$ cat src/rtl/core/ddte_pkg.sv
// Shared types, widths and code constants of the delta-of-delta timestamp encoder.
package ddte_pkg;

   localparam int COLUMN_W = 6;
   localparam int STAMP_W  = 31;
   localparam int VALUE_W  = 32;
   localparam int WORD_W   = 36;
   localparam int LEN_W    = 6;
   localparam int KIND_W   = 2;

   // Depth of the queue between front and back.
   localparam int QUEUE_DEPTH = 2;

   // Result kinds.
   localparam logic [KIND_W-1:0] KIND_RAW   = 2'd0;
   localparam logic [KIND_W-1:0] KIND_DELTA = 2'd1;
   localparam logic [KIND_W-1:0] KIND_DOD   = 2'd2;

   // Prefix codes.
   localparam logic [1:0] PFX_7  = 2'b10;
   localparam logic [2:0] PFX_9  = 3'b110;
   localparam logic [3:0] PFX_12 = 4'b1110;
   localparam logic [3:0] PFX_32 = 4'b1111;

   // Code lengths.
   localparam logic [LEN_W-1:0] LEN_ZERO = 6'd1;
   localparam logic [LEN_W-1:0] LEN_7    = 6'd9;
   localparam logic [LEN_W-1:0] LEN_9    = 6'd12;
   localparam logic [LEN_W-1:0] LEN_12   = 6'd16;
   localparam logic [LEN_W-1:0] LEN_32   = 6'd36;

   // Value ranges of the short codes.
   localparam logic signed [VALUE_W-1:0] LIM7_LO  = -32'sd64;
   localparam logic signed [VALUE_W-1:0] LIM7_HI  = 32'sd63;
   localparam logic signed [VALUE_W-1:0] LIM9_LO  = -32'sd256;
   localparam logic signed [VALUE_W-1:0] LIM9_HI  = 32'sd255;
   localparam logic signed [VALUE_W-1:0] LIM12_LO = -32'sd2048;
   localparam logic signed [VALUE_W-1:0] LIM12_HI = 32'sd2047;

   typedef struct packed {
      logic [COLUMN_W-1:0] column;
      logic [STAMP_W-1:0]  stamp;
   } item_type;

endpackage

$ cat src/rtl/core/ddte_queue.sv
// Short item queue between the front and back parts.
module ddte_queue (
   input  logic                clock,
   input  logic                reset,
   input  logic                push,
   input  ddte_pkg::item_type  push_item,
   output logic                full,
   input  logic                pop,
   output logic                not_empty,
   output ddte_pkg::item_type  pop_item
);
   import ddte_pkg::*;

   localparam int PW = (QUEUE_DEPTH > 1) ? $clog2(QUEUE_DEPTH) : 1;
   localparam int CW = $clog2(QUEUE_DEPTH + 1);

   item_type        slot_ff [QUEUE_DEPTH];
   logic [PW-1:0]   wr_ptr_ff;
   logic [PW-1:0]   rd_ptr_ff;
   logic [CW-1:0]   count_ff;

   assign full      = (count_ff == CW'(QUEUE_DEPTH));
   assign not_empty = (count_ff != '0);
   assign pop_item  = slot_ff[rd_ptr_ff];

   always_ff @(posedge clock) begin
      if (push) begin
         slot_ff[wr_ptr_ff] <= push_item;
      end
   end

   always_ff @(posedge clock) begin
      if (reset) begin
         wr_ptr_ff <= '0;
         rd_ptr_ff <= '0;
         count_ff  <= '0;
      end else begin
         if (push) begin
            wr_ptr_ff <= (wr_ptr_ff == PW'(QUEUE_DEPTH - 1)) ? '0 : wr_ptr_ff + 1'b1;
         end
         if (pop) begin
            rd_ptr_ff <= (rd_ptr_ff == PW'(QUEUE_DEPTH - 1)) ? '0 : rd_ptr_ff + 1'b1;
         end
         if (push && !pop) begin
            count_ff <= count_ff + 1'b1;
         end else if (pop && !push) begin
            count_ff <= count_ff - 1'b1;
         end
      end
   end

endmodule

$ cat config.mk
export PLATFORM = sky130hd
export DESIGN_NAME = ddte_queue
export DESIGN_NICKNAME = d
export VERILOG_FILES = /design/src/rtl/core/ddte_pkg.sv /design/src/rtl/core/ddte_queue.sv
export SDC_FILE = /design/constraint.sdc
export NUM_CORES = 1
export LEC_CHECK = 0
export ABC_AREA = 0
export BUFFER_PORTS_ARGS = -buffer_cell sky130_fd_sc_hd__buf_2
export CORE_UTILIZATION = 26
export CTS_CLUSTER_SIZE = 24
export DETAILED_ROUTE_END_ITERATION = 6
export SLEW_MARGIN = 20
export SYNTH_ARGS = -nofsm -noshare
export SYNTH_HDL_FRONTEND = slang
export SYNTH_SLANG_ARGS = --single-unit
$ cat constraint.sdc
create_clock -name clock -period 3 [get_ports clock]
set_input_delay 0.15 -clock clock [delete_from_list [all_inputs] [get_ports clock]]
set_output_delay 0.15 -clock clock [all_outputs]
set_load 0.05 [all_outputs]
# --- Word-level counts from Yosys, hierarchy flattened ---
# Memories as Yosys holds them, arrays and structs flattened. A register that Yosys moved wholly into a read port is not among the register bits.
# Index checks and enable logic that the tools add are counted.
classes:
  n_reduce_logical: 6
  muxes: 8
  add_sub_neg: 4
  n_eq_ne: 1
op_table:
  columns: ["op", "n"]
  rows:
  - ["$mux 1", 6]
  - ["$mux 2", 2]
  - ["$reduce_bool 2->1", 2]
  - ["$add 1x1->1 const B", 2]
  - ["$add 2x1->2 const B", 1]
  - ["$eq 2x2->1 const B", 1]
  - ["$logic_and 1x1->1", 2]
  - ["$logic_not 1->1", 2]
  - ["$sub 2x1->2 const B", 1]
totals:
  mem_count: 1
  in_bits: 41
  word_cells: 23
  ff_bits: 4
  out_inout_bits: 39
  ramBits: 74
memory_table:
  columns: ["name", "words", "width", "read_ports", "rd_ports_with_merged_regs", "wr", "line", "source"]
  rows:
  - ["slot_ff", 2, 37, 1, 1, 1, "ddte_queue.sv:17", "item_type slot_ff [QUEUE_DEPTH];"]

# --- Longest topological paths before layout ---
# Gate-level depths: netlist of the first run.
depth:
  word_depth: 4
  mapped_depth: 5
  depth_no_buf: 5

# --- Least setup slack after synthesis of the first run ---
# Ideal clock, no wire load.
synth_path:
  path_type: "register -> register"
  start: "reg wr_ptr_ff"
  end: "mem slot_ff[0][0] (netlist name), enable pin"
  path_slack_ns: 0.577
  t_required_ns: 2.564
  stages_incl_launch_ff: 2
  n_path_buf: 0
  setup_ns: 0.436
  arrival_ns: 1.987
  period_less_slack_ns: 2.423
  path_cell_list: "dfxtp_1 -> nor2b_1"
synth_lines:
  columns: ["item", "line", "source"]
  rows:
  - ["start, declared", "ddte_queue.sv:18", "logic [PW-1:0] wr_ptr_ff;"]
  - ["start signal, assigned", "ddte_queue.sv:39", "wr_ptr_ff <= (wr_ptr_ff == PW'(QUEUE_DEPTH - 1)) ? '0 : wr_ptr_ff + 1'b1;"]
  - ["end, declared", "ddte_queue.sv:17", null]
# No word-level cell before the write port.

==> results of run 1 <==
-- critical path: cells and delay by family (launching register included) --
family                 cells  cell delay (ns)
DFF                        1             0.95
muxes                      1             0.43
buffers and inverters      1             0.21
-- cell families after synthesis --
family	share of synthesized area, %
AOI/OAI and AO/OA	0.346
xor gates and xnor gates	1.21
adders and majority gates	0.433
buffers and inverters	1.47
DFF	80.4
muxes	14.4
and+or+nand+nor	1.69
-- synth_stat cells --
cell      number
or3_1          1
mux2_2        37
buf_2          1
and2_1         1
a21oi_1        1
dfxtp_1        5
buf_6          3
or2_2          1
xor2_1         2
inv_1          1
edfxtp_1      74
ha_1           1
nor2b_1        1
and2b_2        1
o21ai_0        1
nor2_1         4
xnor2_1        2
-- power by group --
part / internal (mW) / switching, mW / leakage (nW)
clock network: 0.373 / 0.356 / 0.0872
logic: 0.159 / 0.309 / 0.671
registers: 1.28 / 0.0374 / 0.736
-- path summary, 6_finish.rpt --
path          startpoint             end  slack [ns]
max reg2reg    wr_ptr_ff  slot_ff[1][25]        1.38
max            flip-flop    pop_item[33]        0.90
min reg2reg  count_ff[1]     count_ff[1]        0.51
min                reset       flip-flop        0.04
-- cell type report --
| class | count | share of cell area (%) |
|---|---|---|
| clock buffers | 10 | 3.20 |
| repair buffers | 117 | 19.4 |
| inverters | 1 | 0.0942 |
| multi-input cells | 53 | 13.3 |
| flip-flops and latches | 79 | 58.3 |
| clock inverters | 5 | 1.26 |
| well taps | 140 | 4.40 |
-- metrics by stage --
step                total power, mW  util [%]  instance area [µm²]  std cells  setup slack, ns
CTS                            2.56      36.8                 3990        405            0.790
detailed placement             1.78      31.7                 3440        353             1.19
finish                         2.52      36.8                 3990        405            0.900
global placement               1.78      31.7                 3440        353             1.19
global route                   2.63      36.8                 3990        405            0.758
floorplan                      1.67         -                 2890        137            0.577
-- layer usage --
metal | routed length (µm) | up-vias | GRT usage [%] | share of wire (%)
li1 | - | 778 | - | -
met1 | 2200 | 786 | 10.2 | 42
met2 | 2650 | 47 | 15.9 | 51
met3 | 245 | 6 | 3.15 | 4.7
met4 | 93 | 0 | 5.28 | 1.8
met5 | 0 | - | 0 | 0
-- sequential cells by signal (all words and copies together), names as in the netlist, named ones only --
register / flops
count_ff: 2
rd_ptr_ff: 1
wr_ptr_ff: 1
slot_ff: 74
-- repair_timing --
action                    4_1_cts  5_1_grt
hold buffers                   37        0
hold endpoints to repair       74        0
buffers inserted                0        0
==> flow_summary.ini, run 1 <==
[sta]
finalCritPeriodShare_pct = 70.0
fmax_mhz = 476
slew_viol_final = 0
worst_hold_slack_ns = 0.0364
rsz0062_at_grt = no
relSlewSlack_pct = 34.5
tns_ns = 0
tightest_slew_ns = 0.983
hold_viol_final = 0
finalClockSkew_ns = 0.00762
min_period_ns = 2.10
setup_viol = 0

[grt]
grt_usage_pct = 9.33
grt_pass1_wl_mm = 7.78
antenna_found_initial = 0
grt_max_degree = 38
grt_overflow_total = 0
grt_pass1_vias = 1657

[yosys]
post_synth_num_cell_types = 17
synth.yosys.warnings = 0
synth_top_area_share_pct = 76.9
syn_inst = 137
synth_seq_cells = 79
syn-num-nets = 179
synth_area_leader_cell = edfxtp_1
ys_top_cells_by_area = edfxtp_1 77%, mux2_2 14%, dfxtp_1 3.5%
syn_area_per_cell_um2 = 21.1
synthesis.area_um2 = 2890
synth.yosys.seq_area_share_pct = 80.4

[placement]
hpwlAfterDp_mm = 3.17
portBuffers = 79
gp_congestion = 0.613

[finish]
fill_cells = 1056
mostFrequentLayoutCells = 79 x buf_2, 74 x edfxtp_1, 37 x mux2_2, 37 x dlygate4sd3_1, 9 x clkbuf_8
drive_above_1_share_pct = 50.6
num_antenna_cells = 0
seqCellArea_um2 = 2320
nNetsFinal = 303
area_delta_synth_final_pct = 38.0
multiInputGateArea_um2 = 532
final_common_cell = buf_2

[worst_hold_path]
holdPathStages = 2
hp-class = in2reg

[critical_path]
crit_path_top_delay_cell = dfxtp_2
max_stage_delay_ns = 0.95
path_cells = mux2_2, buf_2
worstPathRequired_ns = 2.85
r2r_cells = 1
start_kind = flip-flop
setup.worst_path.class = reg2out
critical_path_peak_fanout = 37
timing.critical_path.arrival_ns = 1.95
crit_path_end_kind = output pin

[clock_tree]
cts_buffers = 9
post_cts_resized = 0
cts_tree = built
ctsHtreeMaxLevel = 3
cts_root_buffer = clkbuf_8
clock-sinks = 79
clockBufferDepth = 2
clk_latency_ns = 0.34
clk_pin_slew_ns = 0.07

[die]
die_x_um = 107
coreArea_um2 = 10800
ioPinCount = 80
die_area_um2 = 11500
initial_utilization_pct = 26.6
die_h_um = 107
core.rowCount = 38

[status]
outcome = finished, final reports clean

[drt]
drc = 0
drt_pass1_iterations = 4
wl_per_cell_um = 12.8
routed_wirelength_mm = 5.19
viasPerCell = 3.99
ant_nets = 0
vias = 1617
drt_iter0_drc = 48

[power_and_ir_drop]
power.leakage_nw = 1.50
ir_worst_vdd_uv = 233
p_per_area_nw_per_um2 = 632

[flow_run]
maxCapViolations = 0
(Power assumes the default switching activity.)
==> run 2, diff against run 1 <==
==> constraint.sdc (replaced) <==
create_clock -name clock -period 1.9 [get_ports clock]
set_input_delay 0.095 -clock clock [delete_from_list [all_inputs] [get_ports clock]]
set_output_delay 0.095 -clock clock [all_outputs]
set_load 0.05 [all_outputs]
==> flow_summary.ini, run 2 (synthesis results as in run 1) <==
[drt]
routed_wirelength_mm = 5.16
wl_per_cell_um = 12.5
ant_nets = 0
drc = 0
vias = 1645
drt_iter0_drc = 26
viasPerCell = 3.99
drt_pass1_iterations = 6

[sta]
slew_viol_final = 0
worst_slack_ns = 0.222
rsz0062_at_grt = no
relSlewSlack_pct = 78.3
tns_ns = 0
min_period_ns = 1.68
tightest_slew_ns = 0.325
finalCritPeriodShare_pct = 88.3
finalClockSkew_ns = 0.00574
fmax_mhz = 596
worst_hold_slack_ns = 0.0359
hold_viol_final = 0
setup_viol = 0

[grt]
antenna_found_initial = 0
grt_usage_pct = 9.51
grt_pass1_wl_mm = 7.84
grt_max_degree = 24
grt_pass1_vias = 1645
grt_overflow_total = 0

[finish]
mostFrequentLayoutCells = 79 x buf_2, 74 x edfxtp_1, 38 x dlygate4sd3_1, 37 x mux2_2, 9 x clkbuf_8
fill_cells = 1030
top_register = slot_ff
area_delta_synth_final_pct = 43.3
multiInputGateArea_um2 = 532
largest_reg_flops = 74
seqCellArea_um2 = 2320
drive_above_1_share_pct = 51.8
top_regs = slot_ff x74, count_ff x2
num_antenna_cells = 0
nNetsFinal = 309
stdcell_count = 412
final_common_cell = buf_2

[critical_path]
rrSetupSlack_ns = 0.76
crit_path_end_kind = output pin
setup.worst_path.class = reg2out
path_cells = buf_4, mux2_2, buf_2
worstPathRequired_ns = 1.80
timing.critical_path.arrival_ns = 1.58
critical_path_peak_fanout = 23
start_kind = flip-flop
cpLargestDelayFamily = buffers and inverters
worstReg2RegEnd = slot_ff[1][11]
max_stage_delay_ns = 0.39
timing.rr.start = wr_ptr_ff
r2r_cells = 2
crit_buf_inv = 2
crit_path_top_delay_cell = mux2_2

[worst_hold_path]
worstHoldStart = pop
holdPathStages = 3
worstHoldEndpoint = rd_ptr_ff
hp-class = in2reg

[clock_tree]
ctsHtreeMaxLevel = 3
cts_root_buffer = clkbuf_8
cts_tree = built
clk_latency_ns = 0.35
post_cts_buffers = 0
cts_buffers = 9
clk_pin_slew_ns = 0.07
clockBufferDepth = 2
clock-sinks = 79

[placement]
dp.cells = 358
hpwlAfterDp_mm = 3.26
post-place-ws_ns = 0.570
portBuffers = 79
gp_congestion = 0.666

[die]
coreArea_um2 = 10800
core.rowCount = 38
die_area_um2 = 11500
die_x_um = 107
initial_utilization_pct = 26.6
die_h_um = 107
ioPinCount = 80

[power_and_ir_drop]
ir_worst_vdd_uv = 417
power.leakage_nw = 1.57
p_per_area_nw_per_um2 = 1070

[status]
outcome = finished, final reports clean

[flow_run]
maxCapViolations = 0
[run 2: cell types whose count changed in the layout (fill, tap and decap cells not counted)]
cell	before	now
buf_4	1	4
buf_12	0	2
clkinv_2	1	0
dlygate4sd3_1	37	38
bufinv_16	1	4
clkbuf_1	1	0
[run 2: layer usage]
layer  up-vias  share of wire [%]  GRT usage, %
li1        787                  -             -
met1       792                 42          10.5
met2        56                 49          15.4
met3        10                6.7          3.69
met4         0                2.1          5.87
met5         -                  0             0
[run 2: worst max path at each step]
stage | cells after the start | endpoint | slack [ns]
after floorplan | 1 | slot_ff[0][0] | 0.18
after global placement | 3 | pop_item[32] | 0.58
after detailed placement | 3 | pop_item[32] | 0.57
after CTS | 3 | pop_item[32] | 0.17
after global routing | 3 | pop_item[32] | 0.13
final | 3 | pop_item[10] | 0.22
[run 2: power breakdown]
group          leakage [nW]  internal [mW]  switching, mW
sequential            0.736           2.02         0.0284
clock                 0.125          0.996          0.580
combinational         0.708          0.270          0.522
[run 2: worst register-to-register path, cell delays in order, from the launching register on]
cell and delay, ns:
dfxtp_1 0.40, and2_2 0.23, buf_12 0.19
[run 2: through the flow]
step,total power [mW],cell area (µm²),util (%)
finish,4.42,4140,38.2
global route,4.59,4140,38.2
CTS,4.49,4140,38.2
detailed placement,2.83,3500,32.3
global placement,2.82,3500,32.3
floorplan,2.64,2890,-
[run 2: repair_timing]
action                    4_1_cts  5_1_grt
hold endpoints to repair       79        0
hold buffers                   38        0
gates resized for setup         0        0
[run 2: area by class of cell]
| class | instances | area share [%] |
|---|---|---|
| multi-input cells | 53 | 12.8 |
| clock inverters | 7 | 3.26 |
| clock buffers | 9 | 2.99 |
| well taps | 140 | 4.23 |
| inverters | 1 | 0.0907 |
| flip-flops and latches | 79 | 56.1 |
| repair buffers | 123 | 20.4 |
==> run 3, diff against run 2 <==
--- a/config.mk
+++ b/config.mk
@@ -10,6 +10,7 @@
 export CORE_UTILIZATION = 26
 export CTS_CLUSTER_SIZE = 24
 export DETAILED_ROUTE_END_ITERATION = 6
+export PLACE_DENSITY = 0.54
 export SLEW_MARGIN = 20
 export SYNTH_ARGS = -nofsm -noshare
 export SYNTH_HDL_FRONTEND = slang
==> constraint.sdc (replaced) <==
create_clock -name clock -period 2.1 [get_ports clock]
set_input_delay 0.105 -clock clock [delete_from_list [all_inputs] [get_ports clock]]
set_output_delay 0.105 -clock clock [all_outputs]
set_load 0.05 [all_outputs]
==> flow_summary.ini, run 3 (synthesis results as in run 1) <==
[clock_tree]
post_cts_buffers = 0
clockBufferDepth = 2
clk_pin_slew_ns = 0.07
cts_root_buffer = clkbuf_8
clock-sinks = 79
clk_latency_ns = 0.34
ctsHtreeMaxLevel = 3
cts_tree = built
cts_buffers = 9

[die]
coreArea_um2 = 10800
core.rowCount = 38
initial_utilization_pct = 26.6
die_x_um = 107
die_area_um2 = 11500
die_h_um = 107
ioPinCount = 80

[drt]
drc = 0
drt_pass1_iterations = 4
vias = 1618
wl_per_cell_um = 12.8
ant_nets = 0
drt_iter0_drc = 48
routed_wirelength_mm = 5.24
viasPerCell = 3.94

[grt]
grt_pass1_wl_mm = 8.09
grt_pass1_vias = 1679
grt_max_degree = 38
grt_overflow_total = 0
antenna_found_initial = 0
grt_usage_pct = 9.85

[finish]
nNetsFinal = 308
stdcell_count = 411
mostFrequentLayoutCells = 79 x buf_2, 74 x edfxtp_1, 38 x dlygate4sd3_1, 37 x mux2_2, 11 x clkbuf_8
fill_cells = 1057
num_antenna_cells = 0
largest_reg_flops = 74
drive_above_1_share_pct = 51.7
utilization_pct = 37.1
top_regs = slot_ff x74, count_ff x2
top_register = slot_ff
area_delta_synth_final_pct = 39.3
final_common_cell = buf_2

[sta]
fmax_mhz = 606
finalCritPeriodShare_pct = 78.6
hold_viol_final = 0
rsz0062_at_grt = no
min_period_ns = 1.65
tns_ns = 0
tightest_slew_ns = 0.538
finalClockSkew_ns = 0.00828
relSlewSlack_pct = 64.2
setup_viol = 0
slew_viol_final = 0

[power_and_ir_drop]
power.leakage_nw = 1.52
internal_power_mw = 2.56
total_power_mw = 3.56
seqPwrFrac_pct = 52.2
p_clk_share_pct = 27.9
p_switching_mw = 1.00
ir_worst_vdd_uv = 301
p_comb_share_pct = 19.9
switching_share_pct = 28.1
p_per_area_nw_per_um2 = 885

[critical_path]
worstReg2RegEnd = slot_ff[0][19]
r2r_cells = 2
start_kind = flip-flop
worstPathRequired_ns = 2.00
rrSetupSlack_ns = 0.80
critical_path_peak_fanout = 18
crit_path_end_kind = output pin
timing.critical_path.arrival_ns = 1.55
setup.worst_path.class = reg2out
timing.rr.start = wr_ptr_ff

[flow_run]
maxCapViolations = 0

[worst_hold_path]
worstHoldEndpoint = rd_ptr_ff
worstHoldStart = pop
hp-class = in2reg
holdPathStages = 3

[placement]
gp_congestion = 0.659
hpwlAfterDp_mm = 3.29
dp.cells = 357
portBuffers = 79

[status]
outcome = finished, final reports clean
[run 3: cell count changes in the layout (fill, tap and decap cells not counted)]
cell | before | now
buf_12 | 2 | 0
clkbuf_8 | 9 | 11
clkbuf_1 | 0 | 2
buf_4 | 4 | 5
clkinv_2 | 0 | 2
clkinv_1 | 2 | 0
bufinv_16 | 4 | 0
[run 3: routing by layer]
| layer | vias up | wire [µm] | global-route usage, % |
|---|---|---|---|
| met5 | - | 0 | 0 |
| met3 | 6 | 225 | 2.97 |
| met4 | 0 | 105 | 6.56 |
| met2 | 46 | 2710 | 17.1 |
| li1 | 787 | - | - |
| met1 | 779 | 2200 | 10.3 |
[run 3: power by group through the flow]
| stage | combinational, mW | clock, mW | sequential, mW |
|---|---|---|---|
| 3_5_place_dp | 0.661 | 0 | 1.89 |
| 6_report | 0.707 | 0.995 | 1.86 |
| 5_1_grt | 0.749 | 1.11 | 1.87 |
| 3_3_place_gp | 0.658 | 0 | 1.89 |
| 2_1_floorplan | 0.501 | 0 | 1.89 |
| 4_1_cts | 0.718 | 1.05 | 1.86 |
[run 3: final cells by class]
type | count | area, µm² | share of cell area, %
inverters | 1 | 3.75 | 0.0933
repair buffers | 122 | 813 | 20.2
clock buffers | 13 | 159 | 3.95
well taps | 140 | 175 | 4.35
multi-input cells | 53 | 532 | 13.2
clock inverters | 3 | 17.5 | 0.435
flip-flops and latches | 79 | 2320 | 57.7
[run 3: critical path: stages (launching register included)]
cell and delay, ns:
dfxtp_2 0.33, buf_4 0.27, mux2_2 0.39, buf_2 0.21
[run 3: what timing repair did]
action | in CTS | in global routing
hold endpoints to repair | 79 | 0
hold buffers | 38 | 0
gates resized for setup | 0 | 0
[run 3: through the flow]
step / instance area (µm²) / setup WS [ns] / hold WS, ns
3_3_place_gp: 3470 / 0.798 / 0.294
5_1_grt: 4020 / 0.352 / 0.0564
6_report: 4020 / 0.449 / 0.0467
4_1_cts: 4020 / 0.405 / 0.0256
3_5_place_dp: 3470 / 0.802 / 0.296
2_1_floorplan: 2890 / 0.381 / 0.174
[run 3: worst max path at each step]
stage / start / to / depth (start not counted)
after global routing: flip-flop / pop_item[36] / 3
after detailed placement: flip-flop / pop_item[25] / 3
after CTS: flip-flop / pop_item[25] / 3
after global placement: flip-flop / pop_item[25] / 3
final: flip-flop / pop_item[36] / 3
after floorplan: wr_ptr_ff / slot_ff[0][0] / 1
