`src/rtl/core/ddte_pkg.sv`:
```
// Shared types, widths and code constants of the delta-of-delta timestamp encoder.
package ddte_pkg;

   localparam int COLUMN_W = 6;
   localparam int STAMP_W  = 31;
   localparam int VALUE_W  = 32;
   localparam int WORD_W   = 36;
   localparam int LEN_W    = 6;
   localparam int KIND_W   = 2;

   // Depth of the queue between front and back.
   localparam int QUEUE_DEPTH = 2;

   // Result kinds.
   localparam logic [KIND_W-1:0] KIND_RAW   = 2'd0;
   localparam logic [KIND_W-1:0] KIND_DELTA = 2'd1;
   localparam logic [KIND_W-1:0] KIND_DOD   = 2'd2;

   // Prefix codes.
   localparam logic [1:0] PFX_7  = 2'b10;
   localparam logic [2:0] PFX_9  = 3'b110;
   localparam logic [3:0] PFX_12 = 4'b1110;
   localparam logic [3:0] PFX_32 = 4'b1111;

   // Code lengths.
   localparam logic [LEN_W-1:0] LEN_ZERO = 6'd1;
   localparam logic [LEN_W-1:0] LEN_7    = 6'd9;
   localparam logic [LEN_W-1:0] LEN_9    = 6'd12;
   localparam logic [LEN_W-1:0] LEN_12   = 6'd16;
   localparam logic [LEN_W-1:0] LEN_32   = 6'd36;

   // Value ranges of the short codes.
   localparam logic signed [VALUE_W-1:0] LIM7_LO  = -32'sd64;
   localparam logic signed [VALUE_W-1:0] LIM7_HI  = 32'sd63;
   localparam logic signed [VALUE_W-1:0] LIM9_LO  = -32'sd256;
   localparam logic signed [VALUE_W-1:0] LIM9_HI  = 32'sd255;
   localparam logic signed [VALUE_W-1:0] LIM12_LO = -32'sd2048;
   localparam logic signed [VALUE_W-1:0] LIM12_HI = 32'sd2047;

   typedef struct packed {
      logic [COLUMN_W-1:0] column;
      logic [STAMP_W-1:0]  stamp;
   } item_type;

endpackage

```
`src/rtl/core/ddte_if.sv`:
```


interface ddte_rsp_if;
   import ddte_pkg::*;
   logic                valid;
   logic                ready;
   logic [COLUMN_W-1:0] column_out;
   logic [KIND_W-1:0]   kind;
   logic [VALUE_W-1:0]  encoded_value;
   logic [WORD_W-1:0]   code_word;
   logic [LEN_W-1:0]    code_length;
   modport source (output valid, output column_out, output kind, output encoded_value,
                   output code_word, output code_length, input ready);
   modport sink (input valid, input column_out, input kind, input encoded_value,
                 input code_word, input code_length, output ready);
endinterface

```
`src/rtl/core/ddte_back.sv`:
```
// Back part: per-column state, delta-of-delta arithmetic, prefix coding and result register.
module ddte_back #(
   parameter int COLUMNS = 64
) (
   input  logic                clock,
   input  logic                reset,
   input  logic                q_not_empty,
   input  ddte_pkg::item_type  q_item,
   output logic                pop,
   ddte_rsp_if.source          rsp
);
   import ddte_pkg::*;

   localparam int DEPTH = (COLUMNS < (1 << COLUMN_W)) ? COLUMNS : (1 << COLUMN_W);
   localparam int AW    = (DEPTH > 1) ? $clog2(DEPTH) : 1;

   typedef struct packed {
      logic [WORD_W-1:0] word;
      logic [LEN_W-1:0]  len;
   } code_type;

   function automatic code_type encode(input logic [VALUE_W-1:0] v);
      code_type             c;
      logic signed [VALUE_W-1:0] s;
      s = signed'(v);
      if (v == '0) begin
         c.word = '0;
         c.len  = LEN_ZERO;
      end else if (s >= LIM7_LO && s <= LIM7_HI) begin
         c.word = {27'd0, PFX_7, v[6:0]};
         c.len  = LEN_7;
      end else if (s >= LIM9_LO && s <= LIM9_HI) begin
         c.word = {24'd0, PFX_9, v[8:0]};
         c.len  = LEN_9;
      end else if (s >= LIM12_LO && s <= LIM12_HI) begin
         c.word = {20'd0, PFX_12, v[11:0]};
         c.len  = LEN_12;
      end else begin
         c.word = {PFX_32, v};
         c.len  = LEN_32;
      end
      return c;
   endfunction

   // Stamp and delta of each column, stored together.
   logic [2*VALUE_W-1:0] mem [DEPTH];

   // Phase flags, cleared by reset.
   logic [DEPTH-1:0] seen_ff;
   logic [DEPTH-1:0] twice_ff;

   // Stage 1: read issued.
   logic                 s1_v_ff;
   item_type             s1_item_ff;
   logic [2*VALUE_W-1:0] s1_rd_ff;

   // Stage 2: arithmetic and write back.
   logic                 s2_v_ff;
   item_type             s2_item_ff;
   logic [2*VALUE_W-1:0] s2_rd_ff;

   // Last write, forwarded to the next item.
   logic                 lw_v_ff;
   logic [AW-1:0]        lw_idx_ff;
   logic [2*VALUE_W-1:0] lw_data_ff;

   // Stage 3: coding.
   logic                 s3_v_ff;
   logic [COLUMN_W-1:0]  s3_col_ff;
   logic [KIND_W-1:0]    s3_kind_ff;
   logic [VALUE_W-1:0]   s3_value_ff;

   // Output register.
   logic                 out_v_ff;
   logic [COLUMN_W-1:0]  out_col_ff;
   logic [KIND_W-1:0]    out_kind_ff;
   logic [VALUE_W-1:0]   out_value_ff;
   code_type             out_code_ff;

   logic                 out_free, s3_free, s2_free, s1_free, s2_adv;
   logic [AW-1:0]        q_idx, s2_idx;
   logic                 fwd, s2_seen, s2_twice;
   logic [VALUE_W-1:0]   stamp32, prev_stamp, prev_delta, delta, value_in;
   logic [KIND_W-1:0]    kind_in;
   logic [2*VALUE_W-1:0] wdata;
   code_type             code_in;

   assign out_free = !out_v_ff || rsp.ready;
   assign s3_free  = !s3_v_ff || out_free;
   assign s2_free  = !s2_v_ff || s3_free;
   assign s1_free  = !s1_v_ff || s2_free;
   assign s2_adv   = s2_v_ff && s3_free;
   assign pop      = q_not_empty && s1_free;

   assign q_idx    = q_item.column[AW-1:0];
   assign s2_idx   = s2_item_ff.column[AW-1:0];
   assign s2_seen  = seen_ff[s2_idx];
   assign s2_twice = twice_ff[s2_idx];

   always_comb begin
      fwd        = lw_v_ff && (lw_idx_ff == s2_idx);
      prev_stamp = fwd ? lw_data_ff[2*VALUE_W-1:VALUE_W] : s2_rd_ff[2*VALUE_W-1:VALUE_W];
      prev_delta = fwd ? lw_data_ff[VALUE_W-1:0] : s2_rd_ff[VALUE_W-1:0];
      stamp32    = {1'b0, s2_item_ff.stamp};
      delta      = stamp32 - prev_stamp;
      if (!s2_seen) begin
         value_in = stamp32;
         kind_in  = KIND_RAW;
      end else if (!s2_twice) begin
         value_in = delta;
         kind_in  = KIND_DELTA;
      end else begin
         value_in = delta - prev_delta;
         kind_in  = KIND_DOD;
      end
      wdata   = {stamp32, delta};
      code_in = encode(s3_value_ff);
   end

   always_ff @(posedge clock) begin
      if (s2_adv) begin
         mem[s2_idx] <= wdata;
      end
      if (pop) begin
         s1_rd_ff <= (s2_adv && (s2_idx == q_idx)) ? wdata : mem[q_idx];
      end
   end

   always_ff @(posedge clock) begin
      if (pop) begin
         s1_item_ff <= q_item;
      end
      if (s2_free) begin
         s2_item_ff <= s1_item_ff;
         s2_rd_ff   <= s1_rd_ff;
      end
      if (s2_adv) begin
         lw_idx_ff  <= s2_idx;
         lw_data_ff <= wdata;
      end
      if (s3_free) begin
         s3_col_ff   <= s2_item_ff.column;
         s3_kind_ff  <= kind_in;
         s3_value_ff <= value_in;
      end
      if (out_free) begin
         out_col_ff   <= s3_col_ff;
         out_kind_ff  <= s3_kind_ff;
         out_value_ff <= s3_value_ff;
         out_code_ff  <= code_in;
      end
   end

   always_ff @(posedge clock) begin
      if (reset) begin
         s1_v_ff  <= 1'b0;
         s2_v_ff  <= 1'b0;
         s3_v_ff  <= 1'b0;
         out_v_ff <= 1'b0;
         lw_v_ff  <= 1'b0;
         seen_ff  <= '0;
         twice_ff <= '0;
      end else begin
         if (s1_free) begin
            s1_v_ff <= pop;
         end
         if (s2_free) begin
            s2_v_ff <= s1_v_ff;
         end
         if (s3_free) begin
            s3_v_ff <= s2_adv;
         end
         if (out_free) begin
            out_v_ff <= s3_v_ff;
         end
         if (s2_adv) begin
            lw_v_ff          <= 1'b1;
            seen_ff[s2_idx]  <= 1'b1;
            if (s2_seen) begin
               twice_ff[s2_idx] <= 1'b1;
            end
         end
      end
   end

   assign rsp.valid         = out_v_ff;
   assign rsp.column_out    = out_col_ff;
   assign rsp.kind          = out_kind_ff;
   assign rsp.encoded_value = out_value_ff;
   assign rsp.code_word     = out_code_ff.word;
   assign rsp.code_length   = out_code_ff.len;

   // A column can only be past its second value once it has seen a first.
   a_phase_order: assert property (@(posedge clock) disable iff (reset)
      ((twice_ff & ~seen_ff) == '0))
      else $error("column marked twice without being seen");

   // The one-bit code stands only for a zero value.
   a_zero_code: assert property (@(posedge clock) disable iff (reset)
      (rsp.valid && rsp.code_length == LEN_ZERO) |->
      (rsp.code_word == '0 && rsp.encoded_value == '0))
      else $error("one-bit code for a nonzero value");

   // A raw first value is a 31-bit stamp and never negative.
   a_raw_positive: assert property (@(posedge clock) disable iff (reset)
      (rsp.valid && rsp.kind == KIND_RAW) |-> !rsp.encoded_value[VALUE_W-1])
      else $error("raw value with sign bit set");

   // The long code carries the whole value after its prefix.
   a_long_code: assert property (@(posedge clock) disable iff (reset)
      (rsp.valid && rsp.code_length == LEN_32) |->
      (rsp.code_word[WORD_W-1:VALUE_W] == PFX_32 &&
       rsp.code_word[VALUE_W-1:0] == rsp.encoded_value))
      else $error("long code does not match value");

endmodule

```
`src/flat_wrapper.sv`:
```
// flat-port wrapper written by rule: the top's interface ports become plain ports
module ddte_back_flat import ddte_pkg::*;
#(
   parameter int COLUMNS = 64
)
  (clock, reset, q_not_empty, q_item, pop, rsp_valid, rsp_column_out, rsp_kind, rsp_encoded_value, rsp_code_word, rsp_code_length, rsp_ready);
  ddte_rsp_if rsp_i ();
  input  logic clock;
  input  logic reset;
  input  logic q_not_empty;
  input  ddte_pkg::item_type q_item;
  output logic pop;
  output wire logic [$bits(rsp_i.valid)-1:0] rsp_valid;
  output wire logic [$bits(rsp_i.column_out)-1:0] rsp_column_out;
  output wire logic [$bits(rsp_i.kind)-1:0] rsp_kind;
  output wire logic [$bits(rsp_i.encoded_value)-1:0] rsp_encoded_value;
  output wire logic [$bits(rsp_i.code_word)-1:0] rsp_code_word;
  output wire logic [$bits(rsp_i.code_length)-1:0] rsp_code_length;
  input wire logic [$bits(rsp_i.ready)-1:0] rsp_ready;
  assign rsp_valid = rsp_i.valid;
  assign rsp_column_out = rsp_i.column_out;
  assign rsp_kind = rsp_i.kind;
  assign rsp_encoded_value = rsp_i.encoded_value;
  assign rsp_code_word = rsp_i.code_word;
  assign rsp_code_length = rsp_i.code_length;
  assign rsp_i.ready = rsp_ready;
  ddte_back #(.COLUMNS(COLUMNS)) u_core (.clock(clock), .reset(reset), .q_not_empty(q_not_empty), .q_item(q_item), .pop(pop), .rsp(rsp_i));
endmodule
```
`config.mk`:
```
export PLATFORM = sky130hd
export DESIGN_NAME = ddte_back_flat
export DESIGN_NICKNAME = d
export VERILOG_FILES = /design/src/rtl/core/ddte_pkg.sv /design/src/rtl/core/ddte_if.sv /design/src/rtl/core/ddte_back.sv /design/src/flat_wrapper.sv
export SDC_FILE = /design/constraint.sdc
export NUM_CORES = 2
export LEC_CHECK = 0
export BUFFER_PORTS_ARGS = -buffer_cell sky130_fd_sc_hd__buf_2
export CAP_MARGIN = 5
export CORE_MARGIN = 4
export CORE_UTILIZATION = 63
export DETAILED_ROUTE_END_ITERATION = 10
export GPL_ROUTABILITY_DRIVEN = 0
export PLACE_DENSITY_LB_ADDON = 0.15
export REMOVE_ABC_BUFFERS = 1
export SLEW_MARGIN = 20
export SYNTH_ARGS = -nofsm -noshare
export SYNTH_HDL_FRONTEND = slang
export SYNTH_SLANG_ARGS = --single-unit
```
`constraint.sdc`:
```
create_clock -name clock -period 13.2 [get_ports clock]
set_clock_uncertainty 0.2 [all_clocks]
set_input_delay 0.66 -clock clock [delete_from_list [all_inputs] [get_ports clock]]
set_output_delay 0.66 -clock clock [all_outputs]
set_load 0.01 [all_outputs]
```
Word-level counts from Yosys, hierarchy flattened --
Memory sizes are Yosys's and may differ from the RTL's. A register that Yosys moved wholly into a read port is not among the register bits. Index checks and enable logic that the tools add are counted. W data, S select, Z words.
Word-level totals: bits in registers 463, bits in writable memories 4032, output and inout port bits 84, logic and storage cells 81, memories kept 1
Cells by class: add/subtract/negate cells 2, order comparisons 8, equality and inequality tests 2, multiplexer cells 16, bitwise operators 2, reductions and logical operators 21
Memories:
- u_core.mem | words 64, bits a word 63, rd ports 1, clocked after memory_dff 1, write ports 1, RTL line ddte_back.sv:46 | logic [2*VALUE_W-1:0] mem [DEPTH];
Operators with widths (count):
- $or A64 B64 Y64 | 2
- $mux W32 | 3
- $mux W42 | 1
- $ge A32 B12 Y1 const B | 1
- $ge A32 B7 Y1 const B | 1
- $ge A32 B9 Y1 const B | 1
- $le A32 B12 Y1 const B | 1
- $le A32 B7 Y1 const B | 1
- $le A32 B9 Y1 const B | 1
- $logic_not A32 Y1 | 1
- $sub A31 B32 Y32 | 1
- $sub A32 B32 Y32 | 1
- $mux W31 | 1
- $mux W18 | 1
- $mux W15 | 1
- $bmux W1 S6 | 2
- $eq A6 B6 Y1 | 2
- $logic_and A1 B1 Y1 | 8
- $lt A6 B7 Y1 const B | 1
- $demux W1 S6 | 1
- $ge A6 B1 Y1 const B | 1
- $mux W1 | 5
- $logic_not A1 Y1 | 4
- $logic_or A1 B1 Y1 | 4
- other kinds (5) | 5

Depth between registers and ports, before layout --
depth after elaboration 7, mapped depth 31

Worst setup path after synthesis --
Ideal clock, no wire load.
path type flip-flop to flip-flop, from register u_core.s2_item_ff, in the netlist u_core.s2_idx[2], to register u_core.s3_value_ff[31], data pin, setup time 0.260 ns, data arrival time 8.994 ns, data required time 12.740 ns, path slack 3.746 ns, stages on the path, launching flop included 28, buffers on the path 4, cell sequence edfxtp_1 buf_2 xor2_1 nor4_2 buf_4 buf_1 clkbuf_1 mux2_2 ha_1 fa_1 nand2b_1 o2bb2ai_1 o21a_1 o31ai_4 a21oi_1 xnor2_1 ha_1 and4_1 and2_1 a311oi_1 o21ai_1 a311o_1 o2111ai_1 nand3_1 maj3_2 a221oi_2 mux2_1 mux2i_1
On the way: word-level cells in the longest chain between the ends 6, elaborated cells on any way between the ends 11, classes of those cells add/sub: 2; eq/ne: 1; mux: 7; reduce/logical: 1
Ends and longest elaborated chain:
- from (decl) | RTL line ddte_back.sv:59 | item_type s2_item_ff;
- from (signal assigned) | RTL line ddte_back.sv:134 | s2_item_ff <= s1_item_ff;
- $eq A6 B6 Y1 | RTL line ddte_back.sv:101 | fwd = lw_v_ff && (lw_idx_ff == s2_idx);
- $logic_and A1 B1 Y1 | RTL line ddte_back.sv:101
- $mux W32 | RTL line ddte_back.sv:102 | prev_stamp = fwd ? lw_data_ff[2*VALUE_W-1:VALUE_W] : s2_rd_ff[2*VALUE_W-1:VALUE_W];
- $sub A31 B32 Y32 | RTL line ddte_back.sv:105 | delta = stamp32 - prev_stamp;
- named net u_core.delta[14] | RTL line ddte_back.sv:83 | logic [VALUE_W-1:0] stamp32, prev_stamp, prev_delta, delta, value_in;
- $sub A32 B32 Y32 | RTL line ddte_back.sv:113 | value_in = delta - prev_delta;
- $mux W32 | RTL line ddte_back.sv:109 | end else if (!s2_twice) begin
- to (signal assigned) | RTL line ddte_back.sv:144 | s3_value_ff <= value_in;
- to (decl) | RTL line ddte_back.sv:71 | logic [VALUE_W-1:0] s3_value_ff;
The timed path passes the listed nets, and every way through them passes these cells. The select of a mux whose other input is x is not followed. A chain may end at the register's enable or synchronous reset.

Worst setup path after layout --
Same ends and word-level chain as after synthesis.

==> qor.yml <==
run_status:
  status: "finished clean"
global_route:
  antenna_found_initial: 15
  gr-usage-all-layers_pct: 35.5
  grt_pass1_wl_um: 699000
  grt-ovfl-total: 0
  grt_pass1_vias: 87510
  grt_max_degree: 144
place:
  port_buffers: 123
  post_dp_cell_area_sq_mm: 0.182
  place_hpwl_um: 262000
run:
  drv_cap: 0
synth:
  async_reset_ff_share_pct: 0
  synth_area_per_cell_sq_um: 22.9
  synth_edf_count: 4418
  ys.flop_type: "edfxtp_1"
  yosysSeqAreaShare_pct: 77.5
  synth_cell_types: 85
  syn_area_sq_mm: 0.175
  synthCells: 7620
  synth_seq_cells: 4551
  yosysWarnings: 0
pwr:
  seq_power_share_pct: 53.0
  vdd_drop_max_mv: 0.148
  clkPwrFrac_pct: 38.5
  power_density_mw_per_mm2: 163
  total_power_mw: 31.9
  combPwrFrac_pct: 8.5
  swShare_pct: 22.9
  power.static_leakage_nw: 62.1
  p_int_mw: 24.6
  p_sw_mw: 7.31
clock_network:
  clock_latency_ps: 1000
  cts.root.buffer_cell: "clkbuf_16"
  clk_pin_slew_ps: 70
  cts-resized-gates: 0
  cts_made_buffers: 433
  cts_tree: "done"
  clock-sinks: 4551
  ctsHtreeMaxLevel: 5
  clock_path_buffers: 4
  postCtsSetupRepairBufs: 0
detailed_routing:
  drc: 0
  drtIter0Drc: 16020
  drt_first_pass_iters: 8
  wire_per_inst_um: 41.3
  via_per_inst: 7.30
  routed_wl_um: 503000
  ant_nets: 0
  vias: 88991
sta:
  slew_headroom_pct: 17.5
  hold_viol: 0
  min_period_ps: 8440
  finalSetupTns_ps: 0
  max_freq_mhz: 119
  final_max_slew_viol_count: 0
  rsz0062_at_grt: "no"
  finalSetupViolCount: 0
  worstMarginPinSlew_ps: 1240
  post-route-period-util_pct: 63.9
worst_setup_path:
  startpoint_type: "flop"
  cp.required_ps: 13760
  end_kind: "flop"
  worstPathMaxFanout: 68
  arrival_ps: 8990
  worstSetupPathType: "flop to flop"
die:
  num_rows: 193
  io_pins: 125
  die_x_um: 534
  initial_core_util_pct: 63.2
  coreArea_sq_mm: 0.276
  fp.dieH_um: 534
  die_area_sq_mm: 0.286
cells_and_area:
  multiInputGateArea_sq_mm: 0.0384
  postLayoutCoreUtil_pct: 71.0
  nets: 8217
  layout_commonest_cell: "edfxtp_1"
  nFillCells: 15821
  syn_to_final_growth_pct: 12.3
  finish.instance_area_sq_mm: 0.196
  layout_common_cells: "4418 x edfxtp_1, 1323 x mux4_2, 442 x clkbuf_16"
  layout-drive-gt1-share_pct: 28.9
  regArea_sq_mm: 0.135
min_path:
  hp-class: "flop to flop"
## power groups by stage
stage                     Sequential [mW]  Combinational, mW  Clock, mW
after floorplan                      17.3               1.46          0
after global placement               17.2               2.56          0
after detailed placement             17.2               2.66          0
after CTS                            16.9               2.68       12.4
after global routing                 16.9               2.92       13.0
final                                16.9               2.73       12.3
## layer usage
metal	vias up	global-route usage [%]	wire length [um]
met5	-	0	55
met4	8	15.5	27400
met2	7472	54.3	237000
met3	1339	8.29	68300
li1	33267	-	-
met1	46905	50.4	171000
## synthesized netlist by cell type (all sizes together), types with 5 or more instances
master,n,area (sq um)
a22o,9,78.8
a22oi,46,345
o211ai,7,52.6
and2,15,93.8
nor2b,6,37.5
nand2,233,875
nand4,17,106
nand3,18,95.1
mux2,9,101
and4,5,43.8
dfxtp,133,2660
nor2,346,1300
a211o,6,52.6
inv,36,135
a31oi,21,138
buf,130,523
edfxtp,4418,133000
a21oi,151,756
xor2,27,236
and3,26,163
or3,7,43.8
mux2i,72,721
nand2b,13,81.3
nor4,9,62.6
ha,56,701
xnor2,39,349
a21o,14,105
nor3,11,55.1
or4,7,56.3
clkbuf,260,976
o21ai,51,267
a221oi,11,103
mux4,1323,29800
o21bai,9,67.6
a211oi,7,57.6
o21a,11,82.6
## area by class of cell
cell class	count	share of cell area (%)
inverters	36	0.0727
multi-input cells	2643	19.6
repair buffers	453	1.83
clock buffers	550	5.88
flip-flops and latches	4551	69.0
diodes	6	0.00766
well taps	3705	2.36
clock inverters	245	1.24
## through the flow
step | hold WS, ps | worst slack [ps] | instances
6_report | 171 | 4760 | 12189
5_1_grt | 164 | 4320 | 12185
4_1_cts | 127 | 4900 | 12181
3_5_place_dp | 205 | 4890 | 11350
3_3_place_gp | 200 | 5050 | 11346
2_1_floorplan | 200 | -83.5 | 7230
## logic make-up after synthesis
family,after synthesis,share of synthesized area [%]
and+or+nand+nor,726,1.78
xor gates and xnor gates,70,0.388
adders and majority gates,61,0.442
DFF,4551,77.5
AOI/OAI and AO/OA,381,1.41
other,1,0.00215
muxes,1404,17.5
buffers and inverters,426,0.936
## path summary, 6_finish.rpt
path / from / endpoint / slack, ps / cells past startpoint
setup reg to reg: u_core.s2_idx[2]$_DFFE_PP_ / u_core.s3_value_ff[31]$_SDFFCE_PN0N_ / 4760 / 25
hold reg to reg: u_core.s1_rd_ff[24]$_DFFE_PP_ / u_core.s2_rd_ff[24]$_DFFE_PP_ / 170 / 0
setup / recovery: u_core.s2_idx[2]$_DFFE_PP_ / u_core.s3_value_ff[31]$_SDFFCE_PN0N_ / 4760 / 25
hold / removal: u_core.s1_rd_ff[24]$_DFFE_PP_ / u_core.s2_rd_ff[24]$_DFFE_PP_ / 170 / 0
## timing repair
| action | CTS | global route |
|---|---|---|
| endpoints found under the hold margin | 79 | 0 |
| setup endpoints to repair | 0 | 0 |
| hold buffers | 36 | 0 |
## worst max-delay path: stages (launching register included)
cell and delay [ps]:
edfxtp_1 600, xor2_1 270, nor4_4 360, buf_12 450, mux2_2 410, ha_1 220
fa_1 460, nand2b_1 180, o2bb2ai_1 220, o21a_1 340, o31ai_4 380, a21oi_1 190
xnor2_2 140, buf_4 500, ha_1 400, and4_1 250, and2_1 190, a311oi_1 230
o21ai_1 170, a311o_1 420, o2111ai_1 240, nand3_1 150, maj3_2 350, a221oi_2 290
mux2_1 360, mux2i_1 120
## flip-flops by register name, summed over array words and instances, names as in the netlist, 2 cells and up
name	flops
u_core.twice_ff	64
u_core.rsp.encoded_value	32
u_core.rsp.kind	2
u_core.mem	4032
u_core.seen_ff	64
u_core.lw_data_ff	63
u_core.s1_item_ff	37
u_core.s1_rd_ff	63
u_core.s2_idx	6
u_core.rsp.column_out	6
u_core.rsp.code_length	4
u_core.s2_item_ff	31
u_core.s2_rd_ff	63
u_core.lw_idx_ff	6
u_core.s3_kind_ff	2
u_core.s3_col_ff	6
u_core.s3_value_ff	32
u_core.rsp.code_word	33
No activity file was read; power rests on OpenSTA's default activity.
